$ cat config.mk
export PLATFORM = sky130hd
export DESIGN_NAME = sti_front
export DESIGN_NICKNAME = d
export VERILOG_FILES = /design/src/sv/sti_pkg.sv /design/src/sv/sti_front.sv
export SDC_FILE = /design/constraint.sdc
export NUM_CORES = 1
export LEC_CHECK = 0
export ABC_AREA = 1
export BUFFER_PORTS_ARGS = -buffer_cell sky130_fd_sc_hd__buf_4
export CELL_PAD_IN_SITES_DETAIL_PLACEMENT = 0
export CELL_PAD_IN_SITES_GLOBAL_PLACEMENT = 1
export CORE_MARGIN = 5
export CORE_UTILIZATION = 40
export CTS_CLUSTER_DIAMETER = 80
export DETAILED_ROUTE_END_ITERATION = 10
export PLACE_DENSITY_LB_ADDON = 0.1
export REMOVE_ABC_BUFFERS = 1
export SKIP_CTS_REPAIR_TIMING = 1
export SYNTH_ARGS = -nofsm -noshare
export SYNTH_HDL_FRONTEND = slang
export SYNTH_SLANG_ARGS = --single-unit
$ cat constraint.sdc
create_clock -name i_clk -period 14.8 [get_ports i_clk]
set_clock_uncertainty 0.15 [all_clocks]
set_input_delay 2.22 -clock i_clk [delete_from_list [all_inputs] [get_ports i_clk]]
set_output_delay 2.22 -clock i_clk [all_outputs]
set_load 0.005 [all_outputs]
$ cat src/sv/sti_pkg.sv
`default_nettype none
package sti_pkg;
    localparam int TableDepth = 1024;
    localparam int AddrW = $clog2(TableDepth);
    localparam int CountW = AddrW + 1;
    localparam int FracBits = 32;
    localparam int DayW = 49;
    localparam int ValW = 36;
    localparam int NumVals = 6;
    localparam int QDepth = 2;

    typedef enum logic [2:0] {
        M_CLEAR = 3'd0,
        M_APPEND = 3'd1,
        M_NEAREST = 3'd2,
        M_INTERP = 3'd3,
        M_RESOLVE = 3'd4
    } t_mode;

    typedef enum logic [2:0] {
        ST_OK = 3'd0,
        ST_EMPTY = 3'd1,
        ST_RANGE = 3'd2,
        ST_FULL = 3'd3,
        ST_ORDER = 3'd4
    } t_status;

    typedef logic signed [ValW-1:0] t_val;
    typedef t_val t_vals [NumVals];

    // Command handed from the front to the back.
    typedef struct packed {
        logic [2:0] mode;
        logic [DayW-1:0] day;
        logic [NumVals*ValW-1:0] vals;
        logic pred;
    } t_cmd;

    typedef enum logic [3:0] {
        S_IDLE,
        S_DECIDE,
        S_SEARCH,
        S_SWAIT,
        S_READA,
        S_READB,
        S_WAITB,
        S_PICK,
        S_DIV,
        S_MUL,
        S_MULW,
        S_OUT
    } t_state;
endpackage
`default_nettype wire

$ cat src/sv/sti_front.sv
`default_nettype none
module sti_front
    import sti_pkg::*;
(
    input  wire logic i_clk,
    input  wire logic i_rst_n,
    input  wire logic i_valid,
    output logic o_stall,
    input  wire t_cmd i_cmd,
    output logic o_valid,
    input  wire logic i_take,
    output t_cmd o_cmd
);
    t_cmd r_q [QDepth];
    logic r_wp, r_rp;
    logic [1:0] r_cnt;
    logic push, pop;

    assign o_stall = (r_cnt == 2'(QDepth));
    assign push = i_valid && !o_stall;
    assign o_valid = (r_cnt != 2'd0);
    assign pop = o_valid && i_take;
    assign o_cmd = r_q[r_rp];

    always_ff @(posedge i_clk) begin
        if (push) begin
            r_q[r_wp] <= i_cmd;
        end
        if (!i_rst_n) begin
            r_wp <= 1'b0;
            r_rp <= 1'b0;
            r_cnt <= 2'd0;
        end else begin
            if (push) r_wp <= ~r_wp;
            if (pop) r_rp <= ~r_rp;
            r_cnt <= r_cnt + 2'(push) - 2'(pop);
        end
    end
endmodule
`default_nettype wire

# Word-level counts from Yosys, hierarchy flattened
# Memory sizes are Yosys's and may differ from the RTL's. A register that Yosys moved wholly into a read port is not among the register bits.
# Cells that the tools add are included.
# classes
addsub,2
n_eq_ne,1
n_mux,4
n_bitwise,2
n_reduce_logical,4
# ops
cell,n
1-bit two-way mux,4
2-bit by 1-bit adder with 2-bit output,1
"2-bit equality test, second input constant",1
1-bit logical AND,2
1-bit inverter,2
2-bit nonzero test,1
2-bit by 1-bit subtractor with 2-bit output,1
1-bit logical NOT,1
# word_totals
regBits,4
mem_bits_rw,538
output_inout_bits,271
wordCells,17
n_memories,1
# memory_table
name,words,word_bits,read_ports,rd_clocked_by_memory_dff,write_ports,line,text
r_q,2,269,1,1,1,sti_front.sv:14,t_cmd r_q [QDepth];

# Longest topological paths before layout
# Gate-level depths: netlist (run 1).
# logic_depth
ltp_word,5
ltp_mapped,11
mapped_depth_nobuf,11

# Worst setup path after synthesis (run 1)
# OpenSTA, ideal clock, no wires.
# synth_timing
path_type,input port to flip-flop
start,input i_valid
end,"memory r_q[0][0] (netlist bit), enable pin"
arrival_time_ns,13.430
setup_slack_ns,0.317
cell_stages,2
path_buffers,0
cell_sequence,nand2_1 > nor2_1
# synth_between
elab_chain_cells,3
# synth_rtl
item,line,text
"start, declared",sti_front.sv:7,"input wire logic i_valid,"
1-bit logical AND,sti_front.sv:20,assign push = i_valid && !o_stall;
1-bit two-way mux,sti_front.sv:26,if (push) begin
1-bit two-way mux (not written as such),sti_front.sv:27,r_q[r_wp] <= i_cmd;
"end, declared",sti_front.sv:14,
# No other way between the ends.

==> results of run 1 <==
how the worst max path moves through the flow:
stage	endpoint	slack, ps	depth (start not counted)
2_1_floorplan	r_q[0][0]	320	2
3_3_place_gp	r_q[1][116]	9340	5
3_5_place_dp	r_q[1][100]	9380	5
4_1_cts	o_cmd[45]	9180	3
5_1_grt	o_cmd[45]	9130	3
6_report	o_cmd[45]	9300	3
cells by family after synthesis:
kind of cell / Yosys count / synth area share, %
AO/OA/AOI/OAI: 2 / 0.0489
multiplexers: 269 / 18.5
AND/OR/NAND/NOR: 20 / 0.385
buffers and inverters: 38 / 1.64
adder cells (fa/ha/maj): 2 / 0.122
flip-flops: 543 / 79.4
tightest hold or removal path, cell delays in order, from the launching register on:
cell and delay, ps:
dfxtp_1 320, nor2_1 60, nor2_1 80
metal layers:
layer	routed length, um	up-vias	global-route usage, %
li1	-	4627	-
met1	17800	5142	18.7
met2	26200	309	29.6
met3	4040	71	6.23
met4	1220	6	5.33
met5	32	-	0
through the flow:
step	instances	instance area, um^2	setup WS, ps	util (%)
2_1_floorplan	844	20200	317	-
3_3_place_gp	2076	25200	9340	49.5
3_5_place_dp	2076	25200	9380	49.5
4_1_cts	2173	26900	9180	52.7
5_1_grt	2175	26900	9130	52.7
6_report	2175	26900	9300	52.7
placed cells by master, fill, tap and decap left out, drive strengths merged:
cell type and instances:
ha 2, edfxtp 538, nand3 3, diode 2, nor2 8, dfxtp 5
clkinvlp 1, a21oi 2, nand2 9, mux2 269, inv 8, clkbuf 70
clkinv 24, buf 552, bufinv 2
flip-flops by register name, summed over array words and instances, names as in the netlist, named ones only:
name   cells
r_q      538
r_wp       1
r_rp       1
r_cnt      2
where the power goes:
part	leakage, nW	internal, mW	switching [mW]	total (mW)
logic	4.46	0.641	0.498	1.14
clock network	0.803	0.731	0.544	1.28
registers	5.07	1.95	0.0646	2.01
cell type report:
type                       count  area (um^2)  share of cell area [%]
tap                          680          851                    3.17
antenna                        2         5.00                  0.0186
sequential                   543        16300                    60.5
clock buffer                  70         1480                    5.49
timing repair buffer         552         4170                    15.5
multi-input combinational    293         3900                    14.5
clock inverter                27          168                   0.624
inverter                       8         37.5                   0.140
==> key figures, run 1 <==
STA
  • FMAX: 0.182 GHz
  • Slew @ Worst Pin: 1150 ps
  • Final Max Tran Viols: 0
  • Hold Slack: 349 ps
  • Unrepaired setup endpoints after global routing: no
  • Tcrit/Tclk final: between 30% and 40%
  • Final setup vio count: 0
  • Crit path time final: 5500 ps
  • Final setup TNS: 0 ps
  • Count of final hold-check violations: 0
  • Rel. slew slack: 23.5%

CTS
  • Num CTS Buffers: 56
  • Root Driver: clkbuf_16
  • Worst-path clk slew: 60 ps
  • H-tree Lvls: 2
  • Longest Clk Path Bufs: 3
  • TritonCTS clock tree: yes
  • Clock Sinks: 543
  • Worst skew pair latency: roughly 580 ps

Drt
  • Drt wl/cell: 22.7 um
  • Vias: 10200
  • Drt total wl: 49.4 mm
  • DRC violations left: 0
  • 1st-iter DRT viols: 531
  • Pre-antenna DRT Iters: 5
  • ANT nets after route: 0
  • Vias per cell: 4.67

Power
  • VDD IR max: 0.132 mV
  • Design Power: 4.43 mW
  • Pwr Density: 165 mW/mm^2
  • P_leak: approximately 10 nW

Synth
  • EDFF count, synth: 538
  • Most numerous cell in the Yosys netlist: edfxtp_1
  • Largest cells by area after synthesis: edfxtp_1, mux2_4, mux2_2
  • Yosys top cell by area: edfxtp_1
  • Area share of the largest cell type after synthesis: between 70% and 80%
  • Synth Cell Area: a little over 0.02 mm^2
  • #FFs+latches synth: between 500 and 600
  • Syn Inst Count: 874
  • Post-synthesis sequential area ratio: around four fifths
  • Post-synth cell types: 12
  • Synth top cells by count: edfxtp_1, mux2_4, mux2_2
  • Async SR Flop Fraction: 0%
  • Yosys warning total: 0
  • Synth Area per Inst: roughly 23 um^2
  • Synth Flop Type: edfxtp_1

Setup path
  • Critical Path Start Type: flip-flop
  • Crit-path max FO: 60
  • CP max-delay cell: dfxtp_4
  • Sequence of cells on the critical path: buf_4, mux2_2, buf_4
  • Delay-heaviest family, CP: buffers and inverters
  • Worst R2R Setup Slack: 11280 ps
  • Crit path DAT: 3130 ps
  • Worst setup path class: flip-flop to primary output
  • Worst Path Required: around 12000 ps
  • Worst Setup End Kind: primary output
  • Worst r2r src: r_cnt[0]
  • R2R cell count: 6
  • Worst Path Buf+Inv: 2
  • Most frequent CP cell: buf_4
  • Worst path max stage delay: roughly 900 ps
  • Critical R2R Capture: r_q[1][83]

Final layout
  • Share of cells above drive strength 1: 59.7%
  • Nets: 1729
  • Filler Cell Count: 4193
  • Area growth from synthesis to layout: 31.1%

Min path
  • Hold Crit Start: r_rp
  • Min-Delay Path Depth: 2
  • Worst Hold Class: flip-flop to flip-flop

GRT
  • Pin count of the biggest net entering global routing: 165
  • Aggregate global routing overflow: 0
  • Gr usage total: 16.7%
  • First-pass GRT wire length: 69.2 mm
  • Vias in the first global route: 10300
  • Initial antenna violation count: 5

Placed design
  • Post-DP HPWL: 33.9 mm
  • GPL Wtd Cong: around 0.76
  • I/O Buffers: 543

Die
  • Die Span Y: about 240 um
  • Die footprint: 0.0558 mm^2
  • DIE WIDTH: ~240 um
  • # rows: 83
  • Core area: 0.0510 mm^2
  • IO Count: 544
  • Starting Density: 40.2%

Outcome
  • Outcome: completed

Run
  • Max-cap viol count: 0
Note: power is estimated with default switching activity, not from simulation.
==> run 2, diff against run 1 <==
clock period = 4.8 ns   (was 14.8 ns; I/O delays follow)
==> run 2 against run 1 <==
Net effect:
- worst setup slack worse by 7800 ps
- non-clock buffer count up 5
- utilization grew 0.56 points
- largest cell class unchanged
- die area stayed put
- worst hold slack got worse by 190 ps
- combinational power grew to 3.1 times the previous value
- sequential share of layout area down 0.64 points
- sequential power grew to 3.1 times the previous value
- via count about the same
- sequential cell count is the same
- critical path depth unchanged
- cell area increased by 1.1%
==> key figures, run 2 (synthesized netlist as in run 1, its figures left out) <==
CTS
  • Longest Clk Path Bufs: 3 (unchanged)
  • Worst-path clk slew: 60 ps (about the same)
  • Num CTS Buffers: 58 (was 56)
  • Worst skew pair latency: 590 ps (was 580 ps)
  • H-tree Lvls: 2 (unchanged)
  • TritonCTS clock tree: yes (unchanged)
  • Clock Sinks: 543 (unchanged)
  • Root Driver: clkbuf_16 (unchanged)

GRT
  • First-pass GRT wire length: 71.0 mm (was 69.2 mm)
  • Initial antenna violation count: 5 (unchanged)
  • Gr usage total: 17.0% (was 16.7%)
  • Pin count of the biggest net entering global routing: 105 (was 165)
  • Aggregate global routing overflow: 0 (unchanged)
  • Vias in the first global route: 10800 (was 10300)

Die
  • Core area: 0.0510 mm^2 (unchanged)
  • DIE WIDTH: 236 um (unchanged)
  • IO Count: 544 (unchanged)
  • Starting Density: 40.2% (unchanged)
  • Die footprint: 0.0558 mm^2 (unchanged)
  • Die Span Y: 236 um (unchanged)
  • # rows: 83 (unchanged)

Setup path
  • WP depth: 3 (unchanged)
  • Crit path DAT: 2460 ps (was 3130 ps)
  • Worst r2r src: r_cnt[0] (unchanged)
  • Worst Path Buf+Inv: 2 (unchanged)
  • Worst setup path class: flip-flop to primary output (unchanged)
  • Worst Setup End Kind: primary output (unchanged)
  • CP max-delay cell: dfxtp_4 (unchanged)
  • Delay-heaviest family, CP: flip-flops (was buffers and inverters)
  • Most frequent CP cell: buf_4 (unchanged)
  • Crit-path max FO: 33 (was 60)
  • Worst path max stage delay: 770 ps (was 920 ps)
  • R2R cell count: 5 (was 6)
  • Sequence of cells on the critical path: buf_4, mux2_2, buf_4 (unchanged)
  • Worst Path Required: 3930 ps (was 12430 ps)
  • Critical Path Start Type: flip-flop (unchanged)

Power
  • Clock Power Share: 30.3% (was 28.8%)
  • Sw Ratio: 24.8% (was 25.0%)
  • Pwr Density: 515 mW/mm^2 (was 165 mW/mm^2)
  • Net Sw Power: 3.46 mW (was 1.11 mW)
  • P_leak: 10.5 nW (was 10.3 nW)
  • VDD IR max: 0.306 mV (was 0.132 mV)
  • Flop pwr share: 44.3% (was 45.5%)
  • Power Internal: 10.5 mW (was 3.32 mW)
  • Gate power share: 25.4% (was 25.7%)

Final layout
  • Largest registers: r_q: 538 flops, r_cnt: 2 flops (unchanged)
  • Largest register by flop count: r_q (unchanged)
  • Most frequent cells in the layout: buf_4, edfxtp_1, mux2_4 (unchanged)
  • Fin util: 53.3% (was 52.7%)
  • Share of cells above drive strength 1: 59.6% (was 59.7%)
  • Footprint of the multi-input gates: 0.00390 mm^2 (unchanged)
  • Largest register FFs: 538 (unchanged)
  • Nets: 1736 (was 1729)
  • Final instance area: 0.0272 mm^2 (was 0.0269 mm^2)
  • Filler Cell Count: 4188 (was 4193)
  • Non-Filler Instances: 2195 (was 2175)
  • FF+latch area: 0.0163 mm^2 (unchanged)
  • Commonest non-fill, non-tap cell in the layout: buf_4 (unchanged)
  • Area growth from synthesis to layout: 32.5% (was 31.1%)

Drt
  • 1st-iter DRT viols: 455 (was 531)
  • Drt total wl: 49.9 mm (was 49.4 mm)
  • Pre-antenna DRT Iters: 5 (unchanged)
  • Vias per cell: 4.62 (was 4.67)
  • Vias: 10100 (was 10200)
  • DRC violations left: 0 (unchanged)
  • ANT nets after route: 0 (unchanged)
  • Drt wl/cell: 22.7 um (about the same)

STA
  • Count of final hold-check violations: 0 (unchanged)
  • Final setup vio count: 0 (unchanged)
  • Rel. slew slack: 49.3% (was 23.5%)
  • FMAX: 0.300 GHz
  • Final Max Tran Viols: 0 (unchanged)
  • Tcrit/Tclk final: 69.3%
  • Unrepaired setup endpoints after global routing: no (unchanged)
  • Crit path time final: 3330 ps
  • Slew @ Worst Pin: 759 ps (was 1150 ps)

Placed design
  • Post-DP HPWL: 35.0 mm (was 33.9 mm)
  • Area after DPL: 0.0253 mm^2 (was 0.0252 mm^2)
  • Placed Instances: 2081 (was 2076)
  • GPL Wtd Cong: 0.784 (was 0.763)
  • I/O Buffers: 543 (unchanged)

Outcome
  • Outcome: completed (unchanged)

Min path
  • Worst Hold Class: primary input to flip-flop (was flip-flop to flip-flop)
  • Min-Delay Path Depth: 1 (was 2)
  • Hold Crit Start: i_cmd[35] (was r_rp)

Run
  • Max-cap viol count: 0 (unchanged)
-- run 2: final cells by class --
cell class,instances,area share [%]
Multi-Input combinational cell,293,14.4
Timing Repair Buffer,557,15.7
Inverter,8,0.138
Sequential cell,543,59.9
Antenna cell,4,0.0369
Clock buffer,88,6.11
Clock inverter,22,0.617
Tap cell,680,3.13
-- run 2: stage by stage --
step	TNS (ps)	hold slack, ps	total power, mW	setup WS [ps]
finish	0	159	14.0	1470
detailed placement	0	344	9.92	2030
global route	0	121	14.6	1340
global placement	0	345	9.89	2020
CTS	0	95.9	14.2	1370
floorplan	-4326970	317	8.94	-8180
-- run 2: final timing paths --
kind,endpoint,slack [ps]
setup / recovery,o_cmd[56],1470
setup reg to reg,r_q[1][58],2290
hold / removal,r_q[1][35],160
hold reg to reg,r_rp,360
-- run 2: metal layers --
metal / vias to the layer above / global-route usage [%] / wire length (um)
li1: 4658 / - / -
met1: 5091 / 19.2 / 18200
met2: 322 / 30.5 / 26500
met3: 73 / 5.58 / 3800
met4: 2 / 5.86 / 1350
met5: - / 0 / 13
-- run 2: power groups by stage --
stage | clock network [mW] | logic, mW | registers [mW]
CTS | 4.39 | 3.64 | 6.20
floorplan | 0 | 2.22 | 6.72
detailed placement | 0 | 3.62 | 6.30
finish | 4.24 | 3.55 | 6.19
global placement | 0 | 3.63 | 6.26
global route | 4.59 | 3.77 | 6.25
